<file path="src/hdl/sxfr_pkg.sv">
// ----------------------------------------------------------------------------
// sxfr_pkg: shared types and constants of the sync/XOR frame receiver
// Frame layout constants, phase and status codes, front-to-back command item.
// ----------------------------------------------------------------------------
package sxfr_pkg;

  localparam int unsigned PayloadLen = 24;
  localparam int unsigned WordCount  = 6;
  localparam int unsigned IdxW       = 5;
  localparam int unsigned FifoDepth  = 4;
  localparam int unsigned FifoPtrW   = 2;
  localparam int unsigned FifoCntW   = 3;

  localparam logic [7:0] SyncByte = 8'hFF;
  localparam logic [7:0] TailByte = 8'hEE;

  typedef enum logic [2:0] {
    PH_HUNT    = 3'd0,
    PH_PAYLOAD = 3'd1,
    PH_CHECK   = 3'd2,
    PH_TAIL    = 3'd3,
    PH_START   = 3'd4
  } phase_e;

  typedef enum logic [1:0] {
    ST_OK        = 2'd0,
    ST_BAD_TAIL  = 2'd1,
    ST_BAD_CSUM  = 2'd2,
    ST_BAD_START = 2'd3
  } status_e;

  typedef enum logic {
    CMD_STORE = 1'b0,
    CMD_EMIT  = 1'b1
  } cmd_kind_e;

  typedef struct packed {
    cmd_kind_e         kind;
    logic [IdxW-1:0]   idx;
    logic [7:0]        data;
    status_e           status;
  } cmd_t;

endpackage

</file>
<file path="src/hdl/sxfr_front.sv">
// ----------------------------------------------------------------------------
// sxfr_front: framing parser
// Accepts one byte per cycle while accept_i is high, tracks sync/payload/checksum/tail/start word and
// issues store and emit commands to the back end.
// ----------------------------------------------------------------------------
module sxfr_front (
  input  logic                clk_i,
  input  logic                rst_ni,
  input  logic                accept_i,
  input  logic [7:0]          rx_byte_i,
  output logic                push_o,
  output sxfr_pkg::cmd_t      cmd_o
);

  sxfr_pkg::phase_e            phase_q, phase_d;
  logic [1:0]                  sync_q, sync_d;
  logic [sxfr_pkg::IdxW-1:0]   idx_q, idx_d;
  logic [7:0]                  xor_q, xor_d;
  logic [7:0]                  csum_q, csum_d;
  logic                        tail_good_q, tail_good_d;

  always_ff @(posedge clk_i or negedge rst_ni) begin
    if (!rst_ni) begin
      phase_q     <= sxfr_pkg::PH_HUNT;
      sync_q      <= 2'd0;
      idx_q       <= '0;
      xor_q       <= 8'd0;
      csum_q      <= 8'd0;
      tail_good_q <= 1'b1;
    end else begin
      phase_q     <= phase_d;
      sync_q      <= sync_d;
      idx_q       <= idx_d;
      xor_q       <= xor_d;
      csum_q      <= csum_d;
      tail_good_q <= tail_good_d;
    end
  end

  always_comb begin
    logic       is_sync;
    logic       tg;
    logic [1:0] sync_n;
    phase_d     = phase_q;
    sync_d      = sync_q;
    idx_d       = idx_q;
    xor_d       = xor_q;
    csum_d      = csum_q;
    tail_good_d = tail_good_q;
    push_o      = 1'b0;
    cmd_o.kind   = sxfr_pkg::CMD_STORE;
    cmd_o.idx    = idx_q;
    cmd_o.data   = rx_byte_i;
    cmd_o.status = sxfr_pkg::ST_OK;
    is_sync = (rx_byte_i == sxfr_pkg::SyncByte);
    tg      = tail_good_q & (rx_byte_i == sxfr_pkg::TailByte);
    sync_n  = sync_q + {1'b0, is_sync};

    if (accept_i) begin
      unique case (phase_q)
        sxfr_pkg::PH_PAYLOAD: begin
          push_o = 1'b1;
          xor_d  = xor_q ^ rx_byte_i;
          idx_d  = idx_q + 1'b1;
          if (idx_q == sxfr_pkg::IdxW'(sxfr_pkg::PayloadLen - 1)) begin
            phase_d = sxfr_pkg::PH_CHECK;
          end
        end
        sxfr_pkg::PH_CHECK: begin
          csum_d      = rx_byte_i;
          phase_d     = sxfr_pkg::PH_TAIL;
          idx_d       = '0;
          tail_good_d = 1'b1;
        end
        sxfr_pkg::PH_TAIL: begin
          tail_good_d = tg;
          idx_d       = idx_q + 1'b1;
          if (idx_q != '0) begin
            push_o     = 1'b1;
            cmd_o.kind = sxfr_pkg::CMD_EMIT;
            if (!tg || (xor_q != csum_q)) begin
              cmd_o.status = !tg ? sxfr_pkg::ST_BAD_TAIL : sxfr_pkg::ST_BAD_CSUM;
              phase_d = sxfr_pkg::PH_HUNT;
              sync_d  = 2'd0;
              idx_d   = '0;
            end else begin
              cmd_o.status = sxfr_pkg::ST_OK;
              phase_d = sxfr_pkg::PH_START;
              sync_d  = 2'd0;
              idx_d   = '0;
            end
          end
        end
        sxfr_pkg::PH_START: begin
          sync_d = sync_n;
          idx_d  = idx_q + 1'b1;
          if (idx_q != '0) begin
            if (sync_n == 2'd2) begin
              phase_d     = sxfr_pkg::PH_PAYLOAD;
              idx_d       = '0;
              xor_d       = 8'd0;
              sync_d      = 2'd0;
              tail_good_d = 1'b1;
            end else begin
              push_o       = 1'b1;
              cmd_o.kind   = sxfr_pkg::CMD_EMIT;
              cmd_o.status = sxfr_pkg::ST_BAD_START;
              phase_d = sxfr_pkg::PH_HUNT;
              sync_d  = 2'd0;
              idx_d   = '0;
            end
          end
        end
        default: begin
          // hunting; unused phase codes land here too
          phase_d = sxfr_pkg::PH_HUNT;
          if (is_sync) begin
            if (sync_q != 2'd0) begin
              phase_d     = sxfr_pkg::PH_PAYLOAD;
              idx_d       = '0;
              xor_d       = 8'd0;
              sync_d      = 2'd0;
              tail_good_d = 1'b1;
            end else begin
              sync_d = sync_n;
            end
          end else begin
            sync_d = 2'd0;
          end
        end
      endcase
    end
  end

endmodule

</file>
<file path="src/hdl/sxfr_cmd_fifo.sv">
// ----------------------------------------------------------------------------
// sxfr_cmd_fifo: command queue
// Short register FIFO between the parser and the result stage.
// ----------------------------------------------------------------------------
module sxfr_cmd_fifo (
  input  logic               clk_i,
  input  logic               rst_ni,
  input  logic               push_i,
  input  sxfr_pkg::cmd_t     push_cmd_i,
  input  logic               pop_i,
  output logic               full_o,
  output logic               empty_o,
  output sxfr_pkg::cmd_t     head_o
);

  sxfr_pkg::cmd_t                 mem_q [sxfr_pkg::FifoDepth];
  logic [sxfr_pkg::FifoPtrW-1:0]  wptr_q, rptr_q;
  logic [sxfr_pkg::FifoCntW-1:0]  cnt_q, cnt_d;
  logic                           do_push, do_pop;

  assign full_o  = (cnt_q == sxfr_pkg::FifoCntW'(sxfr_pkg::FifoDepth));
  assign empty_o = (cnt_q == '0);
  assign do_push = push_i & ~full_o;
  assign do_pop  = pop_i & ~empty_o;
  assign head_o  = mem_q[rptr_q];

  always_comb begin
    cnt_d = cnt_q;
    if (do_push && !do_pop) cnt_d = cnt_q + 1'b1;
    else if (!do_push && do_pop) cnt_d = cnt_q - 1'b1;
  end

  always_ff @(posedge clk_i or negedge rst_ni) begin
    if (!rst_ni) begin
      wptr_q <= '0;
      rptr_q <= '0;
      cnt_q  <= '0;
    end else begin
      cnt_q <= cnt_d;
      if (do_push) wptr_q <= wptr_q + 1'b1;
      if (do_pop)  rptr_q <= rptr_q + 1'b1;
    end
  end

  always_ff @(posedge clk_i) begin
    if (do_push) mem_q[wptr_q] <= push_cmd_i;
  end

endmodule

</file>
<file path="src/hdl/sxfr_back.sv">
// ----------------------------------------------------------------------------
// sxfr_back: payload store and result register
// Executes queued commands: stores payload bytes, loads frame results.
// ----------------------------------------------------------------------------
module sxfr_back (
  input  logic               clk_i,
  input  logic               rst_ni,
  input  logic               empty_i,
  input  sxfr_pkg::cmd_t     head_i,
  output logic               pop_o,
  input  logic               out_ready_i,
  output logic               out_valid_o,
  output logic [1:0]         status_o,
  output logic [31:0]        word_o [sxfr_pkg::WordCount]
);

  logic [7:0]   store_q [sxfr_pkg::PayloadLen];
  logic         out_valid_q;
  logic [1:0]   status_q;
  logic [31:0]  word_q [sxfr_pkg::WordCount];
  logic [31:0]  word_d [sxfr_pkg::WordCount];
  logic         out_free, do_store, do_emit, frame_ok;

  assign out_free = ~out_valid_q | out_ready_i;
  assign do_store = ~empty_i & (head_i.kind == sxfr_pkg::CMD_STORE);
  assign do_emit  = ~empty_i & (head_i.kind == sxfr_pkg::CMD_EMIT) & out_free;
  assign pop_o    = do_store | do_emit;
  assign frame_ok = (head_i.status == sxfr_pkg::ST_OK);

  // words are zero for any error status
  always_comb begin
    for (int w = 0; w < int'(sxfr_pkg::WordCount); w++) begin
      word_d[w] = frame_ok ? {store_q[4*w], store_q[4*w+1], store_q[4*w+2],
                              store_q[4*w+3]} : 32'd0;
    end
  end

  always_ff @(posedge clk_i) begin
    if (do_store) store_q[head_i.idx] <= head_i.data;
    if (do_emit) begin
      status_q <= head_i.status;
      for (int w = 0; w < int'(sxfr_pkg::WordCount); w++) begin
        word_q[w] <= word_d[w];
      end
    end
  end

  always_ff @(posedge clk_i or negedge rst_ni) begin
    if (!rst_ni) begin
      out_valid_q <= 1'b0;
    end else if (do_emit) begin
      out_valid_q <= 1'b1;
    end else if (out_ready_i) begin
      out_valid_q <= 1'b0;
    end
  end

  assign out_valid_o = out_valid_q;
  assign status_o    = status_q;
  assign word_o      = word_q;

endmodule

</file>
<file path="src/hdl/sync_xor_frame_receiver_core.sv">
// Timing: a result's emit command is queued when its closing byte is accepted,
//   then loaded into the output register once it is at the queue head and the
//   output register is empty or being taken.
// Throughput: one byte per cycle; a result leaves the output register each
//   cycle it is taken. Input stalls only when the 4-deep command queue fills.
// Reset: rst_ni low returns the parser to sync hunt, empties queue and output.
// ----------------------------------------------------------------------------
// sync_xor_frame_receiver_core: sync-word / XOR-checksum deframer
// Hunts for 0xFF 0xFF, collects 24 payload bytes, an XOR checksum and two
// 0xEE tail bytes, and reports six big-endian payload words or an error.
// ----------------------------------------------------------------------------
module sync_xor_frame_receiver_core (
  input  logic         clk_i,
  input  logic         rst_ni,
  // byte input channel
  input  logic         in_valid_i,
  output logic         in_ready_o,
  input  logic [7:0]   rx_byte_i,
  // result channel
  output logic         out_valid_o,
  input  logic         out_ready_i,
  output logic [1:0]   status_o,
  output logic [31:0]  vel_x_word_o,
  output logic [31:0]  vel_y_word_o,
  output logic [31:0]  vel_turn_word_o,
  output logic [31:0]  pos_x_word_o,
  output logic [31:0]  pos_y_word_o,
  output logic [31:0]  heading_word_o
);

  logic            accept;
  logic            push, pop, full, empty;
  sxfr_pkg::cmd_t  push_cmd, head_cmd;
  logic [31:0]     words [sxfr_pkg::WordCount];

  // Ready only depends on queue space, never on the result side directly:
  // the queue absorbs bursts while a result waits to be taken.
  assign in_ready_o = ~full;
  assign accept     = in_valid_i & in_ready_o;

  // Front: byte parser. Every payload byte becomes a store command, every
  // frame end or bad start word becomes an emit command.
  sxfr_front u_front (
    .clk_i     (clk_i),
    .rst_ni    (rst_ni),
    .accept_i  (accept),
    .rx_byte_i (rx_byte_i),
    .push_o    (push),
    .cmd_o     (push_cmd)
  );

  // Queue between parser and result stage.
  sxfr_cmd_fifo u_fifo (
    .clk_i      (clk_i),
    .rst_ni     (rst_ni),
    .push_i     (push),
    .push_cmd_i (push_cmd),
    .pop_i      (pop),
    .full_o     (full),
    .empty_o    (empty),
    .head_o     (head_cmd)
  );

  // Back: payload store and output register. Stores drain one per cycle; an
  // emit waits at the queue head until the output register is free, which
  // keeps later payload writes from overtaking the frame being reported.
  sxfr_back u_back (
    .clk_i       (clk_i),
    .rst_ni      (rst_ni),
    .empty_i     (empty),
    .head_i      (head_cmd),
    .pop_o       (pop),
    .out_ready_i (out_ready_i),
    .out_valid_o (out_valid_o),
    .status_o    (status_o),
    .word_o      (words)
  );

  assign vel_x_word_o    = words[0];
  assign vel_y_word_o    = words[1];
  assign vel_turn_word_o = words[2];
  assign pos_x_word_o    = words[3];
  assign pos_y_word_o    = words[4];
  assign heading_word_o  = words[5];

endmodule

</file>
<file path="config.mk">
export PLATFORM = sky130hd
export DESIGN_NAME = sync_xor_frame_receiver_core
export DESIGN_NICKNAME = d
export VERILOG_FILES = /design/src/hdl/sxfr_pkg.sv /design/src/hdl/sxfr_front.sv /design/src/hdl/sxfr_cmd_fifo.sv /design/src/hdl/sxfr_back.sv /design/src/hdl/sync_xor_frame_receiver_core.sv
export SDC_FILE = /design/constraint.sdc
export NUM_CORES = 1
export LEC_CHECK = 0
export BUFFER_PORTS_ARGS = -buffer_cell sky130_fd_sc_hd__buf_2
export CAP_MARGIN = 20
export CORE_MARGIN = 2
export CORE_UTILIZATION = 25
export DETAILED_ROUTE_END_ITERATION = 16
export GPL_ROUTABILITY_DRIVEN = 0
export PLACE_DENSITY_LB_ADDON = 0.08
export SYNTH_ARGS = -nofsm -noshare
export SYNTH_HDL_FRONTEND = slang
export SYNTH_HIERARCHICAL = 1
export SYNTH_SLANG_ARGS = --single-unit
export TNS_END_PERCENT = 100
</file>
<file path="constraint.sdc">
create_clock -name clk_i -period 9.8 [get_ports clk_i]
set_clock_uncertainty 0.15 [all_clocks]
set_input_delay 0.98 -clock clk_i [delete_from_list [all_inputs] [get_ports clk_i]]
set_output_delay 0.98 -clock clk_i [all_outputs]
set_load 0.02 [all_outputs]
</file>
# == Word-level counts from Yosys, hierarchy flattened ==
# Memory sizes are Yosys's and may differ from the RTL's. A register that Yosys moved wholly into a read port is not among the register bits.
# Cells that the tools add are included.
# op_classes
addsub,6
eq_ne,14
muxes,49
bitwise,17
reduce_logical,51
# op_table
operator,count
$mux W8,4
$logic_not A1 Y1,27
$pmux W8 S3,1
$mux W3,7
$mux W2,10
$mux W1,17
$eq A8 B8 Y1 const B,2
$reduce_bool A4 Y1,4
$mux W5,3
$pmux W5 S3,1
$pmux W3 S4,1
$reduce_and A6 Y1,2
$ne A2 B1 Y1 const B,4
$ne A8 B8 Y1,1
$xor A8 B8 Y8,1
$and A1 B1 Y1,7
$not A1 Y1,7
$eq A3 B2 Y1 const B,2
$eq A3 B3 Y1 const B,2
$pmux W2 S3,1
$reduce_and A3 Y1,2
$reduce_bool A2 Y1,3
$reduce_bool A3 Y1,2
$reduce_or A2 Y1,3
other kinds (20),23
# totals
register_bits,37
ram_bits,256
inputBits,12
out_inout_bits,196
word_cells,150
mem_count,2
# memory_table
memory,depth,width,rd,rd_ports_with_merged_regs,wr,line,rtl
u_back.store_q,24,8,24,24,1,sxfr_back.sv:17,logic [7:0] store_q [sxfr_pkg::PayloadLen];
u_fifo.mem_q,4,16,1,0,1,sxfr_cmd_fifo.sv:16,sxfr_pkg::cmd_t mem_q [sxfr_pkg::FifoDepth];

# == Depth between registers and ports, before layout ==
# logic_depth
depth_word,12
ltp_mapped,16
mapped_depth_nobuf,15

# == Cells and area by module ==
# Netlist, hierarchy kept.
# modules_own_cells
module,instances,cells_each,area_each_um2,seq_area_each_um2
sxfr_back,1,643,13122.6,11616.1
sxfr_cmd_fifo,1,119,2792.7,2097.0
sxfr_front,1,177,1720.4,676.9
sync_xor_frame_receiver_core,1,2,10.0,0.0

# == Worst setup path after synthesis ==
# No wires, ideal clock.
# synth_timing
path_type,flip-flop to flip-flop
from,register u_fifo/rptr_q[0] (netlist name)
to,"register u_back.status_q[0] (netlist: u_back/status_o[0]), enable pin"
setup_time_ns,0.750
arrival_ns,9.179
t_required_ns,8.900
slack_ns,-0.279
path_stages_with_launch,5
path_buffers,1
synth_period_minus_slack_ns,10.079
cell_sequence,dfrtp_1 > buf_6 > mux4_1 > or2b_1 > nor2_1
# synth_rtl
item,line,rtl
start: declaration,sxfr_cmd_fifo.sv:17,"logic [sxfr_pkg::FifoPtrW-1:0] wptr_q, rptr_q;"
start signal: assignment,sxfr_cmd_fifo.sv:41,if (do_pop) rptr_q <= rptr_q + 1'b1;
end signal: assignment,sxfr_back.sv:41,status_q <= head_i.status;
end: declaration,sxfr_back.sv:19,logic [1:0] status_q;

==> flow_summary.toml <==
[route]
wl_per_cell_um = 20.3
vias_per_cell = 3.96
drt-pass1-iter-count = 4
drt_iter0_drc = 463
routed_wirelength_mm = 43.8
vias = 8528
antenna_left = 0
drc = 0

[timing]
finalMaxSlewViolations = 0
rsz0062_at_grt = "no"
slew_headroom_pct = 40.0
period_needed_ns = 4.09
tns_ns = 0
finalHoldViolations = 0
fmax_ghz = 0.244
setup_viol = 0
worst_pin_slew_ns = 0.896
post-route-period-util_pct = 41.8

[synth]
synth_edf_count = 450
synthesis.area_per_instance_sq_um = 18.8
ys_warn_count = 6
async_flop_share_pct = 7.22
ys_seq_elements = 485
synth.yosys.seq_area_share_pct = 81.6
syn_area_sq_um = 17600
netlist_instances = 941
syn_nets = 962
synthFlopType = "edfxtp_1"
ys_types = 63

[critical_path]
path_cells = "buf_4 > mux4_1 > nor2_4 > buf_4 > buf_4 > and2_1"
crit_top_cell = "buf_4"
path_class = "flop to flop"
cp-start-kind = "flop"
path_max_fanout = 96
cp-end-kind = "flop"
slowest_delay_ns = 0.77
cp.arrival_ns = 4.42
cp_top_family = "buffers and inverters"
cp.required_ns = 10.13
cp_slowest_cell = "buf_4"
worst-path-buf-inv = 3

[placement]
numPortBuffers = 207
placed_area_sq_um = 19700
dp_hpwl_mm = 26.7

[global_routing]
globalRoute.totalOverflow = 0
antenna_found_initial = 2
grt_usage_pct = 11.9
grt_pass1_vias = 8891
grt_max_degree = 97
grt_pass1_wl_mm = 63.3

[floorplanning]
die_area_sq_um = 72700
placementRows = 97
die_h_um = 270
die_w_um = 270
core_sq_um = 69900
start_util_pct = 25.2
io_pins = 208

[finish]
syn2layout_area_growth_pct = 21.3
n_antenna_cell = 0
drive_gt1_share_pct = 27.6
final_common_cell = "edfxtp_1"
finalInstanceArea_sq_um = 21400
final_nets = 1193
layout_common_cells = "edfxtp_1 (450), buf_2 (207), and2_1 (192)"

[cts]
h-tree-depth = 2
ctsLongestPathBuffers = 3
root_buffer = "clkbuf_16"
path_clk_slew_ns = 0.06
cts_tree = "yes"
insertion_delay_ns = 0.61
numCtsBuffers = 54
post_cts_resized = 0
holdBufCountCts = 0
cts.sinks = 485
post_cts_buffers = 0

[outcome]
status = "complete, no violations"

[pwr]
irDropWorstVdd_v = 0.000127
p_per_area_nw_per_um2 = 332
p_leak_nw = 7.44

[run]
drv_cap = 0

[worst_hold_path]
hold_class = "flop to flop"
==> report_power, final <==
group          total (mW)  switching (mW)  internal, mW
clock network        1.96           0.831          1.13
registers            3.31           0.254          3.06
logic                1.84            1.35         0.489
==> worst paths after layout <==
check / start / to / cells past startpoint / slack (ns)
worst max-delay path: u_fifo/rptr_q[0] / u_back/word_o[159] / 6 / 5.71
worst min-delay path: u_fifo/cnt_q[2] / u_fifo/cnt_q[2] / 1 / 0.35
worst max register to register: u_fifo/rptr_q[0] / u_back/word_o[159] / 6 / 5.71
worst min register to register: u_fifo/cnt_q[2] / u_fifo/cnt_q[2] / 1 / 0.35
max in group asynchronous: rst_ni / u_front/idx_q[1] / 1 / 8.58
min in group asynchronous: rst_ni / u_fifo/cnt_q[1] / 1 / 0.36
==> cell usage after synthesis (all sizes together), types with 2 or more instances <==
master | count | area share [%]
edfxtp | 450 | 77
and2 | 196 | 7.0
nor2 | 44 | 1.0
dfrtp | 34 | 4.8
buf | 21 | 0.91
clkbuf | 19 | 0.40
o21ai | 17 | 0.48
mux4 | 16 | 2.2
nand2 | 16 | 0.34
mux2 | 12 | 0.79
nand3b | 11 | 0.47
xor2 | 11 | 0.55
inv | 10 | 0.21
a21oi | 8 | 0.23
ha | 8 | 0.57
nor2b | 6 | 0.24
xnor2 | 6 | 0.30
a22o | 5 | 0.26
nor3 | 4 | 0.11
nor3b | 4 | 0.29
nor4 | 4 | 0.23
o31ai | 4 | 0.17
or3b | 4 | 0.21
nand2b | 3 | 0.11
nand3 | 3 | 0.085
or4b | 3 | 0.19
and3 | 2 | 0.071
nand4 | 2 | 0.071
nand4b | 2 | 0.099
==> logic make-up (layout without fill, tap and decap cells) <==
family	after synthesis	count (layout)	synth area share [%]
DFF	485	485	81.6
and+or+nand+nor	311	311	10.8
buffers and inverters	50	324	1.52
AOI/OAI and AO/OA	41	41	1.55
muxes	28	28	3.00
xor gates and xnor gates	17	17	0.844
adders and majority gates	9	9	0.681
==> per-stage QoR <==
step / power (mW) / std cells / hold WS, ns / setup slack (ns) / util, %
CTS: 7.31 / 2155 / 0.349 / 5.45 / 30.6
global placement: 5.31 / 2056 / 0.337 / 5.49 / 28.2
global route: 7.49 / 2155 / 0.369 / 5.28 / 30.6
floorplan: 4.44 / 941 / 0.314 / 3.01 / -
detailed placement: 5.32 / 2056 / 0.342 / 5.45 / 28.2
finish: 7.11 / 2155 / 0.351 / 5.71 / 30.6
==> registers in the layout, summed over array words and instances, names as in the netlist <==
name,cells
u_back/store_q,192
u_fifo/wptr_q,2
u_fifo/mem_q,64
u_front/csum_q,8
u_fifo/rptr_q,2
u_front/xor_q,8
u_front/phase_q,3
u_front/tail_good_q,1
u_back/out_valid_o,1
u_back/word_o,192
u_fifo/cnt_q,3
u_front/sync_q,2
u_back/status_o,2
u_front/idx_q,5
==> cell type report <==
cell class | instances | area [sq um]
fillers | 7011 | 48500
flip-flops and latches | 485 | 14400
multi-input cells | 406 | 3000
clock buffers | 67 | 1450
well taps | 940 | 1180
repair buffers | 215 | 1100
clock inverters | 32 | 256
inverters | 10 | 37.5
==> layer usage <==
layer | part of all wire (%) | wire [um] | vias to the layer above | track usage [%]
met3 | 4.1 | 1820 | 68 | 2.47
met1 | 44 | 19300 | 4318 | 15.4
met5 | 0 | 0 | - | 0
met2 | 49 | 21700 | 183 | 20.1
li1 | - | - | 3959 | -
met4 | 2.3 | 995 | 0 | 3.42
Power figures use the tool's default switching activity.
